### config.mk
export PLATFORM = sky130hd
export DESIGN_NAME = weighted_work_partition_unit
export DESIGN_NICKNAME = d
export VERILOG_FILES = /design/src/sv/wwp_pkg.sv /design/src/sv/wwp_ram.sv /design/src/sv/wwp_div.sv /design/src/sv/weighted_work_partition_unit.sv
export SDC_FILE = /design/constraint.sdc
export NUM_CORES = 2
export LEC_CHECK = 0
export BUFFER_PORTS_ARGS = -buffer_cell sky130_fd_sc_hd__buf_2
export CORE_ASPECT_RATIO = 0.5
export CORE_MARGIN = 4
export CORE_UTILIZATION = 45
export CTS_BUF_LIST = sky130_fd_sc_hd__clkbuf_8
export CTS_CLUSTER_SIZE = 24
export DETAILED_ROUTE_END_ITERATION = 10
export PLACE_DENSITY = 0.7
export SYNTH_ARGS = -nofsm -noshare
export SYNTH_HDL_FRONTEND = slang
export SYNTH_SLANG_ARGS = --single-unit
### constraint.sdc
create_clock -name clk -period 6.38 [get_ports clk]
set_input_delay 1.914 -clock clk [delete_from_list [all_inputs] [get_ports clk]]
set_output_delay 1.914 -clock clk [all_outputs]
set_load 0.01 [all_outputs]
### src/sv/wwp_pkg.sv
// ----------------------------------------------------------------------------
// wwp_pkg : shared definitions for the weighted work partition unit
// Widths, capacity and the request/response words between the sequencer
// and the shared divider.
// ----------------------------------------------------------------------------
package wwp_pkg;

	// rank capacity of one run
	localparam int MAX_RANKS = 16;

	// fixed field widths
	localparam int WEIGHT_W = 16;
	localparam int WORK_W   = 32;
	localparam int RANK_W   = 4;

	// derived widths
	localparam int IDX_W  = (MAX_RANKS > 1) ? $clog2(MAX_RANKS) : 1;
	localparam int CNT_W  = $clog2(MAX_RANKS + 1);
	localparam int SUM_W  = WEIGHT_W + IDX_W;
	localparam int PROD_W = WORK_W + WEIGHT_W;
	localparam int DIV_CNT_W = $clog2(PROD_W);

	// divider request word
	typedef struct packed {
		logic              start;
		logic [PROD_W-1:0] dividend;
		logic [SUM_W-1:0]  divisor;
	} div_req_t;

	// divider response word
	typedef struct packed {
		logic              done;
		logic [PROD_W-1:0] quotient;
	} div_rsp_t;

	// sequencer states
	typedef enum logic [4:0] {
		S_LOAD = 5'b00001,
		S_READ = 5'b00010,
		S_MUL  = 5'b00100,
		S_DIV  = 5'b01000,
		S_OUT  = 5'b10000
	} state_t;

endpackage

### src/sv/wwp_ram.sv
// ----------------------------------------------------------------------------
// wwp_ram : generic single-port-write, single-port-read RAM
// One write and one registered read per cycle. Contents undefined until
// written.
// ----------------------------------------------------------------------------
module wwp_ram #(
	parameter int WIDTH = 16,
	parameter int DEPTH = 16
) (
	input  logic                                      clk,
	input  logic                                      we,
	input  logic [((DEPTH > 1) ? $clog2(DEPTH) : 1)-1:0] waddr,
	input  logic [WIDTH-1:0]                          wdata,
	input  logic                                      re,
	input  logic [((DEPTH > 1) ? $clog2(DEPTH) : 1)-1:0] raddr,
	output logic [WIDTH-1:0]                          rdata
);

	logic [WIDTH-1:0] mem_q [DEPTH];

	// write port
	always_ff @(posedge clk) begin
		if (we) begin
			mem_q[waddr] <= wdata;
		end
	end

	// registered read port
	always_ff @(posedge clk) begin
		if (re) begin
			rdata <= mem_q[raddr];
		end
	end

endmodule

### src/sv/wwp_div.sv
// ----------------------------------------------------------------------------
// wwp_div : restoring divider, one quotient bit per cycle
// Divides the product by the weight sum. After start it pulses done
// with the quotient held until the next start.
// ----------------------------------------------------------------------------
module wwp_div (
	input  logic              clk,
	input  logic              arst_n,
	input  wwp_pkg::div_req_t req,
	output wwp_pkg::div_rsp_t rsp
);

	logic                           busy_q;
	logic                           done_q;
	logic [wwp_pkg::DIV_CNT_W-1:0]  cnt_q;
	logic [wwp_pkg::SUM_W-1:0]      rem_q;
	logic [wwp_pkg::SUM_W-1:0]      dsr_q;
	logic [wwp_pkg::PROD_W-1:0]     quo_q;

	logic [wwp_pkg::SUM_W:0]        trial;
	logic [wwp_pkg::SUM_W:0]        diff;
	logic                           ge;

	// trial subtract of the shifted remainder
	always_comb begin
		trial = {rem_q, quo_q[wwp_pkg::PROD_W-1]};
		diff  = trial - {1'b0, dsr_q};
		ge    = (trial >= {1'b0, dsr_q});
	end

	// control: busy flag, step counter, done pulse
	always_ff @(posedge clk or negedge arst_n) begin
		if (!arst_n) begin
			busy_q <= 1'b0;
			done_q <= 1'b0;
			cnt_q  <= '0;
		end else begin
			done_q <= 1'b0;
			if (req.start) begin
				busy_q <= 1'b1;
				cnt_q  <= wwp_pkg::DIV_CNT_W'(wwp_pkg::PROD_W - 1);
			end else if (busy_q) begin
				cnt_q <= cnt_q - 1'b1;
				if (cnt_q == '0) begin
					busy_q <= 1'b0;
					done_q <= 1'b1;
				end
			end
		end
	end

	// datapath: shift dividend out, quotient bits in
	always_ff @(posedge clk) begin
		if (req.start) begin
			quo_q <= req.dividend;
			rem_q <= '0;
			dsr_q <= req.divisor;
		end else if (busy_q) begin
			quo_q <= {quo_q[wwp_pkg::PROD_W-2:0], ge};
			rem_q <= ge ? diff[wwp_pkg::SUM_W-1:0] : trial[wwp_pkg::SUM_W-1:0];
		end
	end

	assign rsp.done     = done_q;
	assign rsp.quotient = quo_q;

endmodule

### src/sv/weighted_work_partition_unit.sv
// ----------------------------------------------------------------------------
// weighted_work_partition_unit : split total work across ranks by weight
// Collects one speed weight per rank, then emits one share per rank using
// a shared multiplier and a shared bit-serial divider.
//
//  channel  | signals                              | direction
//  ---------+--------------------------------------+----------
//  weight   | weight_valid weight_stall weight     | in
//           | last_weight                          |
//  share    | share_valid share_stall rank share   | out
//           | last_share overflow                  |
//  config   | cfg_wr_en cfg_wr_data (work budget)  | in
//
// A weight word without the last flag leaves the unit ready for the next
// word. After the last weight each non-final share passes RAM read,
// multiply, one divider bit per cycle, and output; the final share, or any
// share when the weight sum is zero, goes from RAM read straight to output.
// No clearing pass after reset. A stall on the share channel holds the
// sequencer in the output state; weight_stall is high whenever the unit
// is not loading weights.
// ----------------------------------------------------------------------------
module weighted_work_partition_unit (
	input  logic                         clk,
	input  logic                         arst_n,
	// configuration
	input  logic                         cfg_wr_en,
	input  logic [wwp_pkg::WORK_W-1:0]   cfg_wr_data,
	// weight channel
	input  logic                         weight_valid,
	output logic                         weight_stall,
	input  logic [wwp_pkg::WEIGHT_W-1:0] weight,
	input  logic                         last_weight,
	// share channel
	output logic                         share_valid,
	input  logic                         share_stall,
	output logic [wwp_pkg::RANK_W-1:0]   rank,
	output logic [wwp_pkg::WORK_W-1:0]   share,
	output logic                         last_share,
	output logic                         overflow
);

	wwp_pkg::state_t                 state_q;
	logic [wwp_pkg::WORK_W-1:0]      work_budget_q;
	logic [wwp_pkg::CNT_W-1:0]       count_q;
	logic [wwp_pkg::SUM_W-1:0]       sum_q;
	logic                            dropped_q;
	logic [wwp_pkg::IDX_W-1:0]       idx_q;
	logic [wwp_pkg::WORK_W-1:0]      assigned_q;
	logic [wwp_pkg::WORK_W-1:0]      share_q;

	logic                            in_acc;
	logic                            out_acc;
	logic                            has_room;
	logic                            final_rank;
	logic [wwp_pkg::CNT_W-1:0]       idx_next;
	logic [wwp_pkg::IDX_W+wwp_pkg::RANK_W-1:0] idx_ext;
	logic [wwp_pkg::WEIGHT_W-1:0]    rd_weight;
	logic                            ram_re;
	wwp_pkg::div_req_t               div_req;
	wwp_pkg::div_rsp_t               div_rsp;

	// handshakes and rank bookkeeping
	assign in_acc     = weight_valid && !weight_stall;
	assign out_acc    = share_valid && !share_stall;
	assign has_room   = (count_q < wwp_pkg::CNT_W'(wwp_pkg::MAX_RANKS));
	assign idx_next   = wwp_pkg::CNT_W'(idx_q) + 1'b1;
	assign final_rank = (idx_next == count_q);
	assign idx_ext    = {{wwp_pkg::RANK_W{1'b0}}, idx_q};
	assign ram_re     = (state_q == wwp_pkg::S_READ);

	// weight store
	wwp_ram #(
		.WIDTH (wwp_pkg::WEIGHT_W),
		.DEPTH (wwp_pkg::MAX_RANKS)
	) u_store (
		.clk   (clk),
		.we    (in_acc && has_room),
		.waddr (count_q[wwp_pkg::IDX_W-1:0]),
		.wdata (weight),
		.re    (ram_re),
		.raddr (idx_q),
		.rdata (rd_weight)
	);

	// multiply feeds the divider's dividend register
	always_comb begin
		div_req.start    = (state_q == wwp_pkg::S_MUL);
		div_req.dividend = wwp_pkg::PROD_W'(work_budget_q) * wwp_pkg::PROD_W'(rd_weight);
		div_req.divisor  = sum_q;
	end

	wwp_div u_div (
		.clk    (clk),
		.arst_n (arst_n),
		.req    (div_req),
		.rsp    (div_rsp)
	);

	// configuration register
	always_ff @(posedge clk or negedge arst_n) begin
		if (!arst_n) begin
			work_budget_q <= '0;
		end else if (cfg_wr_en) begin
			work_budget_q <= cfg_wr_data;
		end
	end

	// sequencer
	always_ff @(posedge clk or negedge arst_n) begin
		if (!arst_n) begin
			state_q    <= wwp_pkg::S_LOAD;
			count_q    <= '0;
			sum_q      <= '0;
			dropped_q  <= 1'b0;
			idx_q      <= '0;
			assigned_q <= '0;
		end else begin
			unique case (state_q)
				wwp_pkg::S_LOAD: begin
					if (in_acc) begin
						if (has_room) begin
							count_q <= count_q + 1'b1;
							sum_q   <= sum_q + wwp_pkg::SUM_W'(weight);
						end else begin
							dropped_q <= 1'b1;
						end
						if (last_weight) begin
							idx_q      <= '0;
							assigned_q <= '0;
							state_q    <= wwp_pkg::S_READ;
						end
					end
				end
				wwp_pkg::S_READ: begin
					if (final_rank || sum_q == '0) begin
						state_q <= wwp_pkg::S_OUT;
					end else begin
						state_q <= wwp_pkg::S_MUL;
					end
				end
				wwp_pkg::S_MUL: begin
					state_q <= wwp_pkg::S_DIV;
				end
				wwp_pkg::S_DIV: begin
					if (div_rsp.done) begin
						assigned_q <= assigned_q + div_rsp.quotient[wwp_pkg::WORK_W-1:0];
						state_q    <= wwp_pkg::S_OUT;
					end
				end
				wwp_pkg::S_OUT: begin
					if (out_acc) begin
						if (final_rank) begin
							count_q   <= '0;
							sum_q     <= '0;
							dropped_q <= 1'b0;
							state_q   <= wwp_pkg::S_LOAD;
						end else begin
							idx_q   <= idx_q + 1'b1;
							state_q <= wwp_pkg::S_READ;
						end
					end
				end
				default: begin
					state_q <= wwp_pkg::S_LOAD;
				end
			endcase
		end
	end

	// share word register
	always_ff @(posedge clk) begin
		if (state_q == wwp_pkg::S_READ) begin
			if (final_rank) begin
				share_q <= work_budget_q - assigned_q;
			end else begin
				share_q <= '0;
			end
		end else if (state_q == wwp_pkg::S_DIV && div_rsp.done) begin
			share_q <= div_rsp.quotient[wwp_pkg::WORK_W-1:0];
		end
	end

	// outputs
	assign weight_stall = (state_q != wwp_pkg::S_LOAD);
	assign share_valid  = (state_q == wwp_pkg::S_OUT);
	assign rank         = idx_ext[wwp_pkg::RANK_W-1:0];
	assign share        = share_q;
	assign last_share   = final_rank;
	assign overflow     = dropped_q;

	// checks
	a_count_cap: assert property (@(posedge clk) disable iff (!arst_n)
		count_q <= wwp_pkg::CNT_W'(wwp_pkg::MAX_RANKS))
		else $error("rank count above capacity");

	a_run_nonempty: assert property (@(posedge clk) disable iff (!arst_n)
		(state_q != wwp_pkg::S_LOAD) |-> (count_q != '0))
		else $error("share phase with no stored rank");

	a_div_done_state: assert property (@(posedge clk) disable iff (!arst_n)
		div_rsp.done |-> (state_q == wwp_pkg::S_DIV))
		else $error("divider finished outside divide state");

	a_run_clears: assert property (@(posedge clk) disable iff (!arst_n)
		(out_acc && last_share) |=>
		(state_q == wwp_pkg::S_LOAD && count_q == '0 && sum_q == '0 && !dropped_q))
		else $error("run state not cleared after final share");

	a_zero_sum_share: assert property (@(posedge clk) disable iff (!arst_n)
		(share_valid && !last_share && sum_q == '0) |-> (share == '0))
		else $error("nonzero share with zero weight sum");

endmodule
==> results.md <==
* Met2 routed WL at 48,500 um
* IO buf count at 93
* Slew Limit Fails at 0
* GPL Wtd Cong at 0.942
* Die ar. at between 0.09 and 0.1 sq mm
* Met3 wire len at 7170 um
* Slack of the worst reg-to-reg path at -0.15 ns
* Remaining DRCs at 0
* Adder-Cell Fraction of Synth Area at 0.280
* Max-cap viol count at 0
* Largest net degree at the start of global routing at 92
* RR Startpoint: u_store.rdata[10]$_DFFE_PN_
* Post-synth cell types at 79
* H-Tree Depth at 3
* Crit path launch type: flop
* I/O Pins at 94
* Die span in y at 219 um
* Reg2reg path depth at 23
* Unrepaired setup endpoints after global routing: true
* Cts bufs inserted at 79
* Top FF cell, synth: edfxtp_1
* WL met1 at about 45,000 um
* Max Clock Skew at 0.0424 ns
* RR Endpoint: u_div.quo_q[45]$_DFFE_PP_
* Avg WL per Cell at 19.5 um
* DRT antenna net count at 0
* Core footprint at slightly below 0.09 sq mm
* CTS max path bufs at 3
* Mean Syn Cell Area at 10.5 sq um
* Share of the synthesized area in the top cell type at 0.278
* Share of cells above drive strength 1 at 0.153
* Simple-gate share of the synthesized area at 0.122
* Clk_lat worst skew at around 0.7 ns
* CTS root buffer: clkbuf_8
* Synth Area in Compound Gates at 0.101
* Hold path endpoint: u_div.rem_q[4]$_SDFFE_PN0P_
* Critical path peak fanout at 4
* CTS tree: done
* # hold bufs at CTS at 0
* Most frequent cells in the layout: 556 x inv_1, 547 x nand2_1, 414 x fa_1
* Seq/Total Area, Yosys at 0.355
* Max Used Layer: met5
* Rows at 77
* Area Overhead vs Synth at 13.5%
* Hold Path Class: flop to flop
* Post-route cell area at 0.0456 sq mm
* Critical Path AT at 6.93 ns
* Hold path startpoint: u_div.rem_q[4]$_SDFFE_PN0P_
* Total global-route track usage at 0.221
* Initial core utilization at 0.454
* Congestion Overflow GR at 0
* Via density at 5.46
* Fin crit share at 1.02
* Largest family of logic cells by synthesized area: adder cells
* Total wire length at 104,000 um
* Vias in the first global route at 29.9k
* Synthesized cell area at 0.0402 sq mm
* Status: complete, but fails checks
* Setup ws final at -0.150 ns
* Initial antenna violation count at 6
* Post-Synth XOR/XNOR Area at 0.0296
* Yosys warnings at 0
* Final Setup Violations at 9
* Dpl ws at -0.205 ns
* Die Wd at roughly 430 um
* Slew headroom at 0.183
* Final hold slack at 0.508 ns
* Crit Path Class: flop to flop
* Final hold violation count at 0
* Tmin final at 6.53 ns
* Synth area leader: edfxtp_1
* Failing checks: negative setup slack
* DRT Pass-1 Iters at 5
* Total placed instance area at 0.0434 sq mm
* Fin nets at 4,760
* Asr flop ratio synth at 0.214
* Synthesized flop and latch total at 499
* Routed vias at 29.0k
* EDFF count, synth at 372
* Worst-path clk slew at 0.06 ns
* Mux contribution to synthesized area at 0.0462
* Max Clk Rate at 153 MHz
* DP Wirelength at around 77,000 um
* Synth top area cells: edfxtp_1 28%, fa_1 21%, ha_1 7.0%
* Syn Inst Count at 3,825
* Critical Path RT at 6.78 ns
* Slew @ Worst Pin at 1.22 ns
* Syn_nets at between 4k and 5k
* First DRT Iteration DRCs at 2,210
* Worst hold stages at 2
* First-pass GRT wire length at 165,000 um
* Commonest non-fill, non-tap cell in the layout: inv_1
* CP endpoint kind: flop
* Clock sink count at 499
## critical path: stages (launching register included)
cell	delay, ns
edfxtp_1	0.47
buf_6	0.16
and2_4	0.13
fa_1	0.52
inv_2	0.04
fa_1	0.51
inv_2	0.04
fa_1	0.57
fa_1	0.45
fa_1	0.56
inv_2	0.05
fa_1	0.52
inv_2	0.05
ha_4	0.28
and4_4	0.22
nand2_2	0.05
or4_4	0.58
nand4_1	0.18
a41oi_2	0.20
buf_4	0.20
a41oi_4	0.16
a21oi_2	0.09
xor2_1	0.14
o21ai_1	0.07
## logic make-up (layout without fill, tap and decap cells)
group           count (synthesis)  in the layout
simple gates                 1049           1049
buf+inv                       707           1003
fa+ha+maj                     647            647
compound gates                647            647
flops                         499            499
mux                           140            140
xor+xnor                      136            136
other cells                     0              3
## how the worst max path moves through the flow
stage / end / startpoint
5_1_grt: u_div.quo_q[45]$_DFFE_PP_ / u_store.rdata[10]$_DFFE_PN_
3_5_place_dp: u_div.quo_q[43]$_DFFE_PP_ / u_store.rdata[4]$_DFFE_PN_
4_1_cts: u_div.quo_q[43]$_DFFE_PP_ / u_store.rdata[10]$_DFFE_PN_
2_1_floorplan: u_div.quo_q[42]$_DFFE_PP_ / work_budget_q[29]$_DFFE_PN0P_
6_report: u_div.quo_q[45]$_DFFE_PP_ / u_store.rdata[10]$_DFFE_PN_
3_3_place_gp: u_div.quo_q[43]$_DFFE_PP_ / u_store.rdata[4]$_DFFE_PN_
## stage by stage
stage               std cells  setup TNS (ns)  utilization
finish                   5309          -0.734        0.516
global route             5308           -3.40        0.516
CTS                      5292         -0.0236        0.510
detailed placement       5132          -0.953        0.491
global placement         5132          -0.390        0.491
floorplan                3825               0            -
## Yosys cell counts (9+ instances only)
cell type,n
nand2_1,550
inv_1,532
fa_1,422
edfxtp_1,372
ha_1,225
and2_1,217
o21ai_0,215
clkbuf_1,159
a21oi_1,148
dfrtp_1,106
nor2_1,99
xnor2_1,74
a21o_1,72
mux2i_1,63
xor2_1,62
mux2_2,45
mux4_2,32
nand3_1,30
nor3_1,30
nand2b_1,27
a31oi_1,23
a211oi_1,22
o31ai_1,21
dfxtp_1,20
a221oi_1,18
a22oi_1,18
and3_1,18
nand4_1,18
o21ai_1,17
nor2b_1,15
o21bai_1,13
o21a_1,11
a22o_1,10
buf_2,9
o211ai_1,9
or3_1,9
## flip-flops by register name (all words and copies together) (netlist names), 6 cells and up
name / flops
u_store.rdata: 16
u_div.quo_q: 48
share: 32
assigned_q: 32
sum_q: 20
u_div.dsr_q: 20
work_budget_q: 32
u_div.cnt_q: 6
u_div.rem_q: 20
u_store.mem_q: 256
## per-layer routing
layer  GRT usage  vias up
li1            -    13200
met1       0.300    14500
met2       0.366     1010
met3      0.0348      191
met4      0.0719        2
met5           0        -
## what timing repair did
action / CTS / global route
gates cloned: 0 / 2
setup buffers: 17 / 14
setup endpoints to repair: 13 / 21
resized for setup: 29 / 82
pin swaps: 16 / 38
## area by class of cell
cell class                      count  area, sq um
Clock inverter                     57          305
Antenna cell                        3         7.51
Timing Repair Buffer              328         2630
Multi-Input combinational cell   2619        23700
Fill cell                        7762        42800
Tap cell                         1185         1480
Clock buffer                       86         1180
Inverter                          532         2000
Sequential cell                   499        14300
Power is left out: the tool's default activity adds up to more than one toggle a clock period on the data nets, which glitch-free logic cannot reach.
